**config.mk**
```make
export PLATFORM = sky130hd
export DESIGN_NAME = ewst_front_flat
export DESIGN_NICKNAME = d
export VERILOG_FILES = /design/src/sv/ewst_pkg.sv /design/src/sv/ewst_if.sv /design/src/sv/ewst_front.sv /design/src/flat_wrapper.sv
export VERILOG_INCLUDE_DIRS = /design/src /design/src/sv
export SDC_FILE = /design/constraint.sdc
export NUM_CORES = 1
export LEC_CHECK = 0
export BUFFER_PORTS_ARGS = -buffer_cell sky130_fd_sc_hd__buf_2
export CORE_ASPECT_RATIO = 1.25
export CORE_UTILIZATION = 50
export DETAILED_ROUTE_END_ITERATION = 8
export PLACE_DENSITY = 0.94
export REMOVE_ABC_BUFFERS = 1
export SLEW_MARGIN = 20
export SYNTH_ARGS = -nofsm -noshare
export SYNTH_HDL_FRONTEND = slang
export SYNTH_SLANG_ARGS = --single-unit
```
**constraint.sdc**
```tcl
create_clock -name vclk -period 9.7
set_clock_uncertainty 0.1 [all_clocks]
set_input_delay 1.455 -clock vclk [all_inputs]
set_output_delay 1.455 -clock vclk [all_outputs]
set_load 0.03 [all_outputs]
```
**src/sv/edge_walk_span_table_unit_macros.svh**
```systemverilog
// Assertion macros shared by the span table modules.
// Both expect clk and rst_n in the scope of the module that uses them.
`ifndef EDGE_WALK_SPAN_TABLE_UNIT_MACROS_SVH
`define EDGE_WALK_SPAN_TABLE_UNIT_MACROS_SVH
`ifndef SYNTH
// Check a property on every clock edge outside reset.
`define EWST_ASSERT(lbl, prop, msg) \
  lbl: assert property (@(posedge clk) disable iff (!rst_n) (prop)) else $error(msg);
// Check that a condition implies another one on the next clock edge.
`define EWST_ASSERT_NEXT(lbl, pre, post, msg) \
  lbl: assert property (@(posedge clk) disable iff (!rst_n) (pre) |=> (post)) else $error(msg);
`else
`define EWST_ASSERT(lbl, prop, msg)
`define EWST_ASSERT_NEXT(lbl, pre, post, msg)
`endif
`endif

```
**src/sv/ewst_pkg.sv**
```systemverilog
`default_nettype none
package ewst_pkg;

  // Table and coordinate geometry
  localparam int TABLE_ROWS = 1024;
  localparam int COORD_BITS = 12;
  localparam int ROW_BITS   = $clog2(TABLE_ROWS);
  localparam int BASE_BITS  = 12;
  localparam int QUERY_BITS = 10;
  localparam int CNT_BITS   = 13;
  localparam int CNT_MAX    = (1 << CNT_BITS) - 1;

  // Error term and row difference widths
  localparam int ERR_BITS  = COORD_BITS + 3;
  localparam int DIFF_BITS = ((COORD_BITS > BASE_BITS) ? COORD_BITS : BASE_BITS) + 1;

  // Epoch tags stand in for per-row valid bits
  localparam int EPOCH_BITS = 8;
  localparam int EPOCH_MAX  = (1 << EPOCH_BITS) - 1;

  // Operation codes
  localparam logic [1:0] OP_CLEAR = 2'd0;
  localparam logic [1:0] OP_WALK  = 2'd1;
  localparam logic [1:0] OP_READ  = 2'd2;
  localparam logic [1:0] OP_NOP   = 2'd3;

  typedef struct packed {
    logic [1:0]                   operation;
    logic signed [COORD_BITS-1:0] start_x;
    logic signed [COORD_BITS-1:0] start_y;
    logic signed [COORD_BITS-1:0] end_x;
    logic signed [COORD_BITS-1:0] end_y;
    logic [QUERY_BITS-1:0]        query_row;
  } in_item_t;

  typedef struct packed {
    logic signed [COORD_BITS-1:0] span_max_x;
    logic signed [COORD_BITS-1:0] span_min_x;
    logic                         row_touched;
    logic                         rows_out_of_range;
    logic [CNT_BITS-1:0]          pixel_count;
  } out_item_t;

  // Classified command handed from front to back
  typedef struct packed {
    logic [1:0]                   op;
    logic signed [COORD_BITS-1:0] x0;
    logic signed [COORD_BITS-1:0] y0;
    logic signed [COORD_BITS-1:0] x1;
    logic signed [COORD_BITS-1:0] y1;
    logic signed [ERR_BITS-1:0]   dx;
    logic signed [ERR_BITS-1:0]   dy;
    logic signed [ERR_BITS-1:0]   err;
    logic                         sx_neg;
    logic                         sy_neg;
    logic [ROW_BITS-1:0]          q_row;
    logic                         q_ok;
  } cmd_t;

endpackage
`default_nettype wire

```
**src/sv/ewst_if.sv**
```systemverilog
`default_nettype none
// Input channel: one command item per transaction
interface ewst_in_if;
  logic               valid;
  logic               ready;
  ewst_pkg::in_item_t data;
  modport source (output valid, output data, input ready);
  modport sink   (input valid, input data, output ready);
endinterface

`default_nettype wire

```
**src/sv/ewst_front.sv**
```systemverilog
`default_nettype none
`include "edge_walk_span_table_unit_macros.svh"
module ewst_front (
  input  wire logic         clk,
  input  wire logic         rst_n,
  ewst_in_if.sink           in_ch,
  input  wire logic         init_busy,
  output logic              push_valid,
  input  wire logic         push_ready,
  output ewst_pkg::cmd_t    push_cmd
);

  logic signed [ewst_pkg::ERR_BITS-1:0] ddx;
  logic signed [ewst_pkg::ERR_BITS-1:0] ddy;
  logic signed [ewst_pkg::ERR_BITS-1:0] adx;
  logic signed [ewst_pkg::ERR_BITS-1:0] ady;

  // Take items only when the queue has room and the table is initialized
  assign in_ch.ready = push_ready && !init_busy;
  assign push_valid  = in_ch.valid && !init_busy;

  // Edge deltas and step directions
  assign ddx = ewst_pkg::ERR_BITS'(in_ch.data.end_x) - ewst_pkg::ERR_BITS'(in_ch.data.start_x);
  assign ddy = ewst_pkg::ERR_BITS'(in_ch.data.end_y) - ewst_pkg::ERR_BITS'(in_ch.data.start_y);
  assign adx = ddx[ewst_pkg::ERR_BITS-1] ? -ddx : ddx;
  assign ady = ddy[ewst_pkg::ERR_BITS-1] ? -ddy : ddy;

  // Build the classified command
  always_comb begin
    push_cmd        = '0;
    push_cmd.op     = in_ch.data.operation;
    push_cmd.x0     = in_ch.data.start_x;
    push_cmd.y0     = in_ch.data.start_y;
    push_cmd.x1     = in_ch.data.end_x;
    push_cmd.y1     = in_ch.data.end_y;
    push_cmd.dx     = adx;
    push_cmd.dy     = -ady;
    push_cmd.err    = adx - ady;
    push_cmd.sx_neg = !(in_ch.data.start_x < in_ch.data.end_x);
    push_cmd.sy_neg = !(in_ch.data.start_y < in_ch.data.end_y);
    push_cmd.q_row  = ewst_pkg::ROW_BITS'(in_ch.data.query_row);
    push_cmd.q_ok   = (32'(in_ch.data.query_row) < ewst_pkg::TABLE_ROWS);
  end

  `EWST_ASSERT(a_no_take_in_init, init_busy |-> !in_ch.ready, "item taken during init sweep")

endmodule
`default_nettype wire

```
**src/flat_wrapper.sv**
```systemverilog
// flat-port wrapper written by rule: the top's interface ports become plain ports
module ewst_front_flat 
  (clk, rst_n, init_busy, push_valid, push_ready, push_cmd, in_ch_valid, in_ch_data, in_ch_ready);
  ewst_in_if in_ch_i ();
  input  wire logic clk;
  input  wire logic rst_n;
  input  wire logic init_busy;
  output logic push_valid;
  input  wire logic push_ready;
  output ewst_pkg::cmd_t push_cmd;
  input wire logic [$bits(in_ch_i.valid)-1:0] in_ch_valid;
  input wire logic [$bits(in_ch_i.data)-1:0] in_ch_data;
  output wire logic [$bits(in_ch_i.ready)-1:0] in_ch_ready;
  assign in_ch_i.valid = in_ch_valid;
  assign in_ch_i.data = in_ch_data;
  assign in_ch_ready = in_ch_i.ready;
  ewst_front u_core (.clk(clk), .rst_n(rst_n), .in_ch(in_ch_i), .init_busy(init_busy), .push_valid(push_valid), .push_ready(push_ready), .push_cmd(push_cmd));
endmodule
```
==> out/qor.json <==
{
  "floorplan.core_area": {"value": 0.00665, "unit": "mm2"},
  "drc": {"value": 0},
  "seq_cell_count": {"value": 0},
  "design_power": {"value": 0.829, "unit": "mW"},
  "final_min_period_over_clock_period": {"value": 83.8, "unit": "%"},
  "timing.critical_path.fanout_max": {"value": 13},
  "final-seq-area": {"value": 0, "unit": "um2"},
  "worst_vdd_rail_ir_drop": {"value": 0.260, "unit": "mV"},
  "drv.max_cap_violation_count": {"value": 0},
  "setup-violations-final": {"value": 0},
  "num-nets-final": {"value": 664},
  "initial_core_util": {"value": 52.3, "unit": "%"},
  "final_cell_area": {"value": 0.00381, "unit": "mm2"},
  "finalSetupTns": {"value": 0, "unit": "ns"},
  "arrival": {"value": 6.57, "unit": "ns"},
  "synth-adder-area-share": {"value": 16.1, "unit": "%"},
  "post_synth_mux_area_share": {"value": 0.900, "unit": "%"},
  "grt_antenna_before_repair": {"value": 0},
  "first_global_vias": {"value": 3368},
  "placed_cell_area": {"value": 0.00381, "unit": "mm2"},
  "drive_gt1_share": {"value": 31.4, "unit": "%"},
  "synthMostInstantiatedCell": {"value": "buf_4"},
  "synth-compound-area-share": {"value": 27.5, "unit": "%"},
  "powerDensity": {"value": 217, "unit": "mW/mm2"},
  "postLayoutSetupSlackWorst": {"value": 1.58, "unit": "ns"},
  "post_synth_instance_area": {"value": 0.00348, "unit": "mm2"},
  "seq_area_frac_synth": {"value": 0, "unit": "%"},
  "multi_input_comb_area": {"value": 0.00280, "unit": "mm2"},
  "routed_wirelength": {"value": 8610, "unit": "um"},
  "worstSetupEndpointType": {"value": "output pin"},
  "yosys.area_share.simple": {"value": 20.7, "unit": "%"},
  "ant_nets": {"value": 0},
  "cts.repair.resized": {"value": 0},
  "synth.area.top_cells": {"value": "ha_1 (14%), buf_4 (14%), xnor2_1 (8.3%)"},
  "fillerInstances": {"value": 634},
  "result_of_the_run": {"value": "completed"},
  "fin_crit": {"value": 8.12, "unit": "ns"},
  "holdWs": {"value": 2.81, "unit": "ns"},
  "diodes": {"value": 0},
  "pre_cts_slack": {"value": 1.61, "unit": "ns"},
  "fp.dieH": {"value": 95.2, "unit": "um"},
  "static-leakage-power": {"value": 1.90, "unit": "nW"},
  "detail_route.vias_per_cell": {"value": 5.69},
  "chipWidth": {"value": 76.6, "unit": "um"},
  "drt_iter0_markers": {"value": 104},
  "syn_avg_cell_area": {"value": 7.32, "unit": "um2"},
  "grt.overflow.total": {"value": 0},
  "floorplan.rows": {"value": 33},
  "grt_start_max_net_pins": {"value": 14},
  "max-slew-margin-rel": {"value": 53.3, "unit": "%"},
  "synthDominantCellAreaShare": {"value": 14.4, "unit": "%"},
  "timing_max_transition_violations_final": {"value": 0},
  "hold_class": {"value": "in -> out"},
  "clock_buffer_count": {"value": 0},
  "wl_per_cell": {"value": 13.4, "unit": "um"},
  "unrepaired_setup_endpoints_after_global_routing": {"value": "no"},
  "cts.repair_timing.setup_buffer_count": {"value": 0},
  "synth_cell_type_count": {"value": 75},
  "timing_hold_violations_final": {"value": 0},
  "grt_util_all_layers": {"value": 22.6, "unit": "%"},
  "detailed_place_hpwl": {"value": 7510, "unit": "um"},
  "synth_top_cells_by_count": {"value": "buf_4 (64), inv_1 (46), ha_1 (40), xnor2_1 (33)"},
  "die-area": {"value": 0.00729, "unit": "mm2"},
  "route.vias.total": {"value": 3648},
  "worst-slew-pin-transition": {"value": 0.698, "unit": "ns"},
  "grt_pass1_wl": {"value": 13900, "unit": "um"},
  "syn_inst": {"value": 475},
  "synth_warnings": {"value": 0},
  "ioPinCount": {"value": 175},
  "detailedRoute.firstPassIterationCount": {"value": 4},
  "setup.worst_path.start_class": {"value": "input port"},
  "category_of_the_most_critical_setup_path": {"value": "in -> out"},
  "synth.largest_area_cell": {"value": "ha_1"},
  "synth-xor-area-share": {"value": 14.8, "unit": "%"},
  "area_delta_synth_final": {"value": 9.68, "unit": "%"},
  "largest_family_of_logic_cells_by_synthesized_area": {"value": "compound AO/OA/AOI/OAI gates"},
  "rd_place_congestion": {"value": 0.882},
  "postCtsHoldBufs": {"value": 0},
  "cp.required": {"value": 8.15, "unit": "ns"},
  "placement.io_buffers": {"value": 146},
  "max_freq": {"value": 123, "unit": "MHz"}
}
==> stage by stage <==
stage,util [%],std cells
6_report,57.3,641
5_1_grt,57.3,641
4_1_cts,57.3,641
3_5_place_dp,57.3,641
3_3_place_gp,57.3,641
2_1_floorplan,-,408
==> metal layers <==
metal	GRT usage (%)	vias up	wire length, um
li1	-	1785	-
met1	22.5	1683	3300
met2	47.9	163	4630
met3	2.78	17	505
met4	6.89	0	181
met5	0	-	0
==> cell usage in the layout (no fill, tap or decap), types with 17 or more instances in the layout <==
master,netlist,routed
buf_2,3,146
inv_1,46,46
ha_1,40,40
xnor2_1,33,33
a21oi_1,27,27
nor2_1,27,27
nand2_1,23,23
xor2_1,20,20
nand3_1,17,17
==> cells by family (layout without fill, tap and decap cells) <==
logic type	Yosys count	after routing
muxes	3	3
and+or+nand+nor	136	136
buffers and inverters	116	192
xor gates and xnor gates	56	56
adders and majority gates	43	43
AOI/OAI and AO/OA	119	119
other	2	5
==> worst max-delay path, cell delays in order <==
cell	delay, ns
buf_2	0.08
inv_1	0.04
ha_1	0.21
fa_1	0.41
nor2b_1	0.16
o2111ai_1	0.20
and3_1	0.23
or4_1	0.57
nand2_1	0.35
nor2_1	0.07
a21oi_1	0.30
ha_1	0.29
nor2b_1	0.12
o21ai_0	0.18
a21boi_0	0.14
o21ai_0	0.21
a21oi_1	0.13
a31o_2	0.29
a211oi_1	0.41
o311ai_1	0.16
o221ai_2	0.20
xnor2_1	0.13
buf_2	0.21
==> worst paths after layout <==
| check | startpoint | to | slack (ns) | cells after the start |
|---|---|---|---|---|
| worst max-delay path | in_ch_data[22] | push_cmd[26] | 1.58 | 23 |
| worst min-delay path | in_ch_data[0] | push_cmd[1] | 2.81 | 0 |
==> final cells by class <==
type,count,share of cell area (%)
tap,87,2.86
inverter,46,4.53
timing repair buffer,146,19.2
multi-input combinational,362,73.4
==> where the power goes <==
| part | total [mW] | internal (mW) | switching, mW |
|---|---|---|---|
| logic | 0.829 | 0.278 | 0.551 |
| registers | 0 | 0 | 0 |
| clock network | 0 | 0 | 0 |
| total | 0.829 | 0.278 | 0.551 |
No activity file was read; power rests on OpenSTA's default activity.
