==> config.mk <==
export PLATFORM = sky130hd
export DESIGN_NAME = ewst_queue
export DESIGN_NICKNAME = d
export VERILOG_FILES = /design/src/sv/edge_walk_span_table_unit_macros.svh /design/src/sv/ewst_pkg.sv /design/src/sv/ewst_queue.sv
export SDC_FILE = /design/constraint.sdc
export NUM_CORES = 1
export LEC_CHECK = 0
export BUFFER_PORTS_ARGS = -buffer_cell sky130_fd_sc_hd__buf_2
export CORE_ASPECT_RATIO = 0.7
export CORE_MARGIN = 1.5
export CORE_UTILIZATION = 45
export DETAILED_ROUTE_END_ITERATION = 10
export MAX_ROUTING_LAYER = met4
export PLACE_DENSITY_LB_ADDON = 0.2
export SLEW_MARGIN = 10
export SYNTH_ARGS = -nofsm -noshare
export SYNTH_HDL_FRONTEND = slang
export SYNTH_SLANG_ARGS = --single-unit
==> constraint.sdc <==
create_clock -name clk -period 10.88 [get_ports clk]
set_clock_uncertainty 0.05 [all_clocks]
set_input_delay 0.544 -clock clk [delete_from_list [all_inputs] [get_ports clk]]
set_output_delay 0.544 -clock clk [all_outputs]
set_load 0.01 [all_outputs]
==> src/sv/edge_walk_span_table_unit_macros.svh <==
// Assertion macros shared by the span table modules.
// Both expect clk and rst_n in the scope of the module that uses them.
`ifndef EDGE_WALK_SPAN_TABLE_UNIT_MACROS_SVH
`define EDGE_WALK_SPAN_TABLE_UNIT_MACROS_SVH
`ifndef SYNTH
// Check a property on every clock edge outside reset.
`define EWST_ASSERT(lbl, prop, msg) \
  lbl: assert property (@(posedge clk) disable iff (!rst_n) (prop)) else $error(msg);
// Check that a condition implies another one on the next clock edge.
`define EWST_ASSERT_NEXT(lbl, pre, post, msg) \
  lbl: assert property (@(posedge clk) disable iff (!rst_n) (pre) |=> (post)) else $error(msg);
`else
`define EWST_ASSERT(lbl, prop, msg)
`define EWST_ASSERT_NEXT(lbl, pre, post, msg)
`endif
`endif

==> src/sv/ewst_pkg.sv <==
`default_nettype none
package ewst_pkg;

  // Table and coordinate geometry
  localparam int TABLE_ROWS = 1024;
  localparam int COORD_BITS = 12;
  localparam int ROW_BITS   = $clog2(TABLE_ROWS);
  localparam int BASE_BITS  = 12;
  localparam int QUERY_BITS = 10;
  localparam int CNT_BITS   = 13;
  localparam int CNT_MAX    = (1 << CNT_BITS) - 1;

  // Error term and row difference widths
  localparam int ERR_BITS  = COORD_BITS + 3;
  localparam int DIFF_BITS = ((COORD_BITS > BASE_BITS) ? COORD_BITS : BASE_BITS) + 1;

  // Epoch tags stand in for per-row valid bits
  localparam int EPOCH_BITS = 8;
  localparam int EPOCH_MAX  = (1 << EPOCH_BITS) - 1;

  // Operation codes
  localparam logic [1:0] OP_CLEAR = 2'd0;
  localparam logic [1:0] OP_WALK  = 2'd1;
  localparam logic [1:0] OP_READ  = 2'd2;
  localparam logic [1:0] OP_NOP   = 2'd3;

  typedef struct packed {
    logic [1:0]                   operation;
    logic signed [COORD_BITS-1:0] start_x;
    logic signed [COORD_BITS-1:0] start_y;
    logic signed [COORD_BITS-1:0] end_x;
    logic signed [COORD_BITS-1:0] end_y;
    logic [QUERY_BITS-1:0]        query_row;
  } in_item_t;

  typedef struct packed {
    logic signed [COORD_BITS-1:0] span_max_x;
    logic signed [COORD_BITS-1:0] span_min_x;
    logic                         row_touched;
    logic                         rows_out_of_range;
    logic [CNT_BITS-1:0]          pixel_count;
  } out_item_t;

  // Classified command handed from front to back
  typedef struct packed {
    logic [1:0]                   op;
    logic signed [COORD_BITS-1:0] x0;
    logic signed [COORD_BITS-1:0] y0;
    logic signed [COORD_BITS-1:0] x1;
    logic signed [COORD_BITS-1:0] y1;
    logic signed [ERR_BITS-1:0]   dx;
    logic signed [ERR_BITS-1:0]   dy;
    logic signed [ERR_BITS-1:0]   err;
    logic                         sx_neg;
    logic                         sy_neg;
    logic [ROW_BITS-1:0]          q_row;
    logic                         q_ok;
  } cmd_t;

endpackage
`default_nettype wire

==> src/sv/ewst_queue.sv <==
`default_nettype none
module ewst_queue (
  input  wire logic            clk,
  input  wire logic            rst_n,
  input  wire logic            push_valid,
  output logic                 push_ready,
  input  wire ewst_pkg::cmd_t  push_cmd,
  output logic                 pop_valid,
  input  wire logic            pop_ready,
  output ewst_pkg::cmd_t       pop_cmd
);

  ewst_pkg::cmd_t slot_r [2];
  logic           wptr_r;
  logic           rptr_r;
  logic [1:0]     cnt_r;
  logic           do_push;
  logic           do_pop;

  assign push_ready = (cnt_r != 2'd2);
  assign pop_valid  = (cnt_r != 2'd0);
  assign pop_cmd    = slot_r[rptr_r];
  assign do_push    = push_valid && push_ready;
  assign do_pop     = pop_valid && pop_ready;

  // Store incoming commands
  always_ff @(posedge clk) begin
    if (do_push) begin
      slot_r[wptr_r] <= push_cmd;
    end
  end

  // Advance pointers and fill count
  always_ff @(posedge clk) begin
    if (!rst_n) begin
      wptr_r <= 1'b0;
      rptr_r <= 1'b0;
      cnt_r  <= 2'd0;
    end else begin
      if (do_push) begin
        wptr_r <= !wptr_r;
      end
      if (do_pop) begin
        rptr_r <= !rptr_r;
      end
      unique case ({do_push, do_pop})
        2'b10:   cnt_r <= cnt_r + 2'd1;
        2'b01:   cnt_r <= cnt_r - 2'd1;
        default: cnt_r <= cnt_r;
      endcase
    end
  end

endmodule
`default_nettype wire

==> reports/qor.yml, run 1 <==
logic_synthesis:
  synthesis.area_um2: 8016
  netlist_instances: 360
  ys_types: 22
  synth_common_cells: "edfxtp_1 (216), mux2_2 (107), buf_2 (9), dfxtp_1 (5)"
  avgSynthCellArea_um2: 22.27
  synth_top_area_share: 0.8091
  ys_async_sr_fraction: 0
  synth-edff-count: 216
  syn-num-nets: 473
  ys_warn_count: 0
  yosysMostFrequentCell: "edfxtp_1"
  ys.flop_type: "edfxtp_1"
  ys_ff_latch: 221
  synth_area_leader_cell: "edfxtp_1"
  synth_area_leaders: "edfxtp_1 (81%), mux2_2 (15%), dfxtp_1 (1.2%)"
  seq_area_frac_synth: 0.8216
clock_network:
  cts_root_buf: "clkbuf_16"
  cts_buffer_depth: 3
  clkLatencyLatePin_ns: 0.49
  htreeDepth: 1
  cts_tree: "done"
  hold_buffers: 0
  cts_inserted_buffers: 22
  clk_pin_slew_ns: 0.06
  cts_setup_buffers: 0
  clkSinkCount: 221
  cts_resized: 0
pwr:
  p_int_mw: 1.777
  peakVddDrop_mv: 0.1484
  leakagePower_nw: 3.738
  power_mw: 2.412
  power_frac_seq: 0.463
  powerDensity_nw_per_um2: 239.4
  pwr-share-comb: 0.240
  swShare: 0.2631
  clock_power_share: 0.298
  switchingPower_mw: 0.6347
hold_path:
  min_path_cells: 1
  min_path_type: "primary input to register"
route:
  firstDrtPassIters: 5
  ant_nets: 0
  wl_per_cell_um: 17.50
  drt_wl_total_um: 14820
  num_vias: 4095
  viasPerCell: 4.835
  drc: 0
  drt_iter0_markers: 220
sta:
  slew_violations: 0
  fmax_ghz: 0.3066
  period_needed_ns: 3.262
  fin_crit_sh: 0.2998
  setup_violations: 0
  tightest_slew_ns: 1.155
  rsz0062_at_grt: "no"
  fin_setup_tns_ns: 0
  slew_headroom: 0.2302
  hold_viol_final: 0
final_layout:
  final_cells: 847
  syn2layout_area_growth_pct: 25.69
  drive_gt1_frac: 0.5980
  fin_nets: 709
  seq_area_um2: 6590
  n_fill_cell: 1347
  final_core_util: 0.5819
  multi_input_area_um2: 1353
setup_path:
  crit_buf_inv: 2
  crit_chain: "buf_4 > mux2_2 > buf_2"
  cpLargestDelayFamily: "buffers and inverters"
  critical_path_class: "register to output pin"
  crit_arrival_ns: 2.67
  cpMaxStageDelayCell: "buf_4"
  cp.depth: 3
  cp_max_fo: 83
  ff2ff_path_depth: 3
  worst_path_largest_cell_delay_ns: 0.84
  end_kind: "output pin"
  critPathRequiredTime_ns: 10.29
  start_kind: "register"
floorplanning:
  io_pins: 222
  dieHeight_um: 114.7
  core_um2: 17320
  fp.dieArea_um2: 18640
  num_rows: 40
  start_util: 0.4629
  dieWidth_um: 162.5
global_routing:
  antenna_found_initial: 4
  grt_pass1_vias: 4264
  grt-ovfl-total: 0
  grt_first_pass_wirelength_um: 22180
  grt_usage: 0.1603
  grt_max_degree: 84
outcome:
  status: "finished, final reports clean"
job:
  cap_viol_max_count: 0
placed_design:
  dp.cells: 803
  routabilityCongestion: 0.7996
  dp_hpwl_um: 9555
  port-buffer-count: 221
[through the flow]
step           hold slack, ns  cell area, um2  setup slack (ns)
2_1_floorplan          0.4287            8016             7.149
3_3_place_gp           0.4425            9366             8.162
3_5_place_dp           0.4843            9366             8.142
4_1_cts                0.1741           10070             7.602
5_1_grt                0.1709           10080             7.471
6_report               0.1897           10080             7.618
[flip-flops by register name, summed over array words and instances (netlist names), named ones only]
name	cells
cnt_r	2
slot_r	216
rptr_r	1
wptr_r	1
[final cells by class]
cell class / instances / share of cell area
multi-input combinational: 126 / 0.1342
antenna: 4 / 0.0009934
clock buffer: 30 / 0.06271
timing repair buffer: 224 / 0.1120
inverter: 1 / 0.0006209
clock inverter: 10 / 0.006706
tap: 231 / 0.02868
sequential: 221 / 0.6540
[worst register-to-register path, stage by stage (launching register included)]
cell and delay, ns:
dfxtp_1 0.40, nand2b_1 0.20, and3_4 0.78, buf_4 0.74
[cell usage in the layout (no fill, tap or decap)]
cell       netlist  layout
a21bo_2          1       1
a21boi_0         1       1
a21boi_1         1       1
and2_1           1       1
and3_4           0       1
buf_2            9     221
buf_4            0       3
bufinv_16        0       1
clkbuf_1         0       4
clkbuf_16        0      23
clkbuf_8         0       3
clkinv_1         0       6
clkinv_2         0       3
dfxtp_1          5       4
dfxtp_4          0       1
diode_2          0       4
edfxtp_1       216     216
ha_1             1       1
inv_4            0       1
mux2_1           1       1
mux2_2         107     107
nand2_1          1       1
nand2b_1         1       1
nand3b_1         1       1
nor2b_1          2       2
o21a_1           1       1
o21ai_0          1       1
or2_2            1       1
or3_1            1       1
xnor2_1          3       3
[final timing paths]
path,start,endpoint,slack (ns)
min,push_cmd[18],slot_r[1][18],0.19
max reg2reg,cnt_r[0],slot_r[1][93],8.30
min reg2reg,cnt_r[1],cnt_r[1],0.49
max,register,pop_cmd[83],7.62
[layer usage]
layer	vias up	global-route usage	wire length, um
met1	1997	0.2052	6310
li1	1905	-	-
met4	0	0.03609	271
met3	28	0.05216	1409
met2	165	0.2510	6828
met5	-	-	0
[cell families after synthesis]
family / synth area share
flip-flops: 0.8216
AO/OA/AOI/OAI: 0.004683
multiplexers: 0.1517
AND/OR/NAND/NOR: 0.006870
buffers and inverters: 0.01030
XOR/XNOR: 0.003278
adder cells (fa/ha/maj): 0.001561
[power groups by stage]
stage	registers (mW)	logic, mW	clock network (mW)
floorplan	1.12	0.386	0
global placement	1.13	0.580	0
detailed placement	1.14	0.586	0
CTS	1.12	0.590	0.734
global route	1.13	0.625	0.767
finish	1.12	0.578	0.718
Power figures use the tool's default switching activity.
==> run 2: changes to the inputs <==
- clock period: 10.88 -> 2.65 ns (I/O delays scaled with it)
==> run 2 against run 1 <==
Against the previous run: critical path depth unchanged; via count up 12%; design area up 12%; core utilization up 7.0 points; global-route usage up 2.3 points; critical path type unchanged; critical endpoint is now pop_cmd[40]; largest cell class unchanged; largest power group unchanged; highest routed layer unchanged.
==> reports/qor.yml, run 2 (synthesized netlist as in run 1, its figures left out) <==
clock_network:
  cts_root_buf: "clkbuf_16"  # unchanged
  cts_resized: 0  # unchanged
  clk_pin_slew_ns: 0.06  # about the same
  hold_buffers: 110  # was 0
  cts_tree: "done"  # unchanged
  htreeDepth: 1  # unchanged
  clkLatencyLatePin_ns: 0.48  # was 0.49 ns
  cts_inserted_buffers: 22  # unchanged
  cts_setup_buffers: 0  # unchanged
  cts_buffer_depth: 3  # unchanged
  clkSinkCount: 221  # unchanged
global_routing:
  grt-ovfl-total: 0  # unchanged
  grt_max_degree: 56  # was 84
  grt_usage: 0.1831  # was 0.1603
  antenna_found_initial: 0  # was 4
  grt_first_pass_wirelength_um: 25210  # was 22180 um
  grt_pass1_vias: 4811  # was 4264
job:
  cap_viol_max_count: 0  # unchanged
pwr:
  powerDensity_nw_per_um2: 901.6  # was 239.4 nW/um2
  peakVddDrop_mv: 0.5194  # was 0.1484 mV
  leakagePower_nw: 4.239  # was 3.738 nW
  power_mw: 10.17  # was 2.412 mW
final_layout:
  antenna_cells: 0  # was 4
  fin_area_um2: 11280  # was 10080 um2
  drive_gt1_frac: 0.5124  # was 0.5980
  final_common_cell: "buf_2"  # unchanged
  top_regs: "slot_r (216), cnt_r (2)"  # unchanged
  syn2layout_area_growth_pct: 40.75  # was 25.69%
  layout_common_cells: "buf_2 (221), edfxtp_1 (216), dlygate4sd3_1 (110), mux2_2 (107), clkbuf_16 (23)"  # was buf_2 (221), edfxtp_1 (216), mux2_2 (107), clkbuf_16 (23), clkinv_1 (6)
  largest_register_ffs: 216  # unchanged
  fin_nets: 824  # was 709
  top_register: "slot_r"  # unchanged
placed_design:
  placed_area_um2: 9489  # was 9366 um2
  place_ws_ns: 0.9268  # was 8.142 ns
  routabilityCongestion: 0.7771  # was 0.7996
  dp_hpwl_um: 10160  # was 9555 um
  port-buffer-count: 221  # unchanged
setup_path:
  end_kind: "output pin"  # unchanged
  crit_arrival_ns: 2.05  # was 2.67 ns
  critical_path_class: "register to output pin"  # unchanged
  critPathRequiredTime_ns: 2.47  # was 10.29 ns
  cp_max_fo: 29  # was 83
  start_kind: "register"  # unchanged
sta:
  tightest_slew_ns: 0.4068  # was 1.155 ns
  slew_headroom: 0.7288  # was 0.2302
  layout_setup_ws_ns: 0.4209  # was 7.618 ns
  setup_violations: 0  # unchanged
  fin_crit_sh: 0.8412
  period_needed_ns: 2.229
  hold_ws_ns: 0.06488  # was 0.1897 ns
  rsz0062_at_grt: "no"  # unchanged
  slew_violations: 0  # unchanged
  fmax_ghz: 0.4486
  hold_viol_final: 0  # unchanged
hold_path:
  min_path_type: "primary input to register"  # unchanged
floorplanning:
  dieWidth_um: 162.5  # unchanged
  start_util: 0.4629  # unchanged
  core_um2: 17320  # unchanged
  io_pins: 222  # unchanged
  fp.dieArea_um2: 18640  # unchanged
  dieHeight_um: 114.7  # unchanged
  num_rows: 40  # unchanged
route:
  wl_per_cell_um: 17.42  # was 17.50 um
  drt_iter0_markers: 301  # was 220
  ant_nets: 0  # unchanged
  drc: 0  # unchanged
  num_vias: 4573  # was 4095
  drt_wl_total_um: 16670  # was 14820 um
  firstDrtPassIters: 4  # was 5
  viasPerCell: 4.778  # was 4.835
outcome:
  status: "finished, final reports clean"  # unchanged
run 2: changes by cell type in the layout (fill, tap and decap cells not counted), sizes merged, moves of 3 or more:
cell,previous run,this run
clkbuf,30,27
dlygate4sd3,0,110
diode,4,0
buf,224,229
run 2: worst max-delay path, cell delays in order, from the launching register on:
cell	delay [ns]
dfxtp_4	0.60
buf_4	0.40
mux2_2	0.39
buf_2	0.14
run 2: path summary, 6_finish.rpt:
kind,startpoint,depth (start not counted),slack [ns],endpoint
setup reg to reg,cnt_r[1],4,0.94,slot_r[0][105]
hold reg to reg,rptr_r,2,0.50,rptr_r
hold / removal,pop_ready,4,0.06,rptr_r
setup / recovery,register,3,0.42,pop_cmd[40]
run 2: cell type report:
cell class                      instances  area (um2)
Clock buffer                           27       590.6
Clock inverter                         12       102.6
Inverter                                1       7.507
Fill cell                            1232        6033
Multi-Input combinational cell        126        1360
Tap cell                              231       289.0
Sequential cell                       221        6591
Timing Repair Buffer                  339        2342
run 2: through the flow:
stage,instances,utilization,setup TNS (ns)
after floorplan,360,-,-2.282
after global placement,808,0.5480,0
after detailed placement,808,0.5480,0
after CTS,957,0.6516,0
after global routing,957,0.6516,0
final,957,0.6516,0
run 2: layer usage:
metal / part of all wire / up-vias / routed length (um) / track usage
li1: - / 2129 / - / -
met1: 0.42 / 2227 / 7049 / 0.2387
met2: 0.48 / 187 / 8061 / 0.3031
met3: 0.073 / 30 / 1217 / 0.03079
met4: 0.021 / 0 / 342 / 0.04404
met5: 0 / - / 0 / -
run 2: where the power goes:
| group | leakage [nW] | internal (mW) | switching, mW |
|---|---|---|---|
| combinational | 1.83 | 1.31 | 1.31 |
| sequential | 2.06 | 4.41 | 0.191 |
| clock | 0.341 | 1.77 | 1.18 |
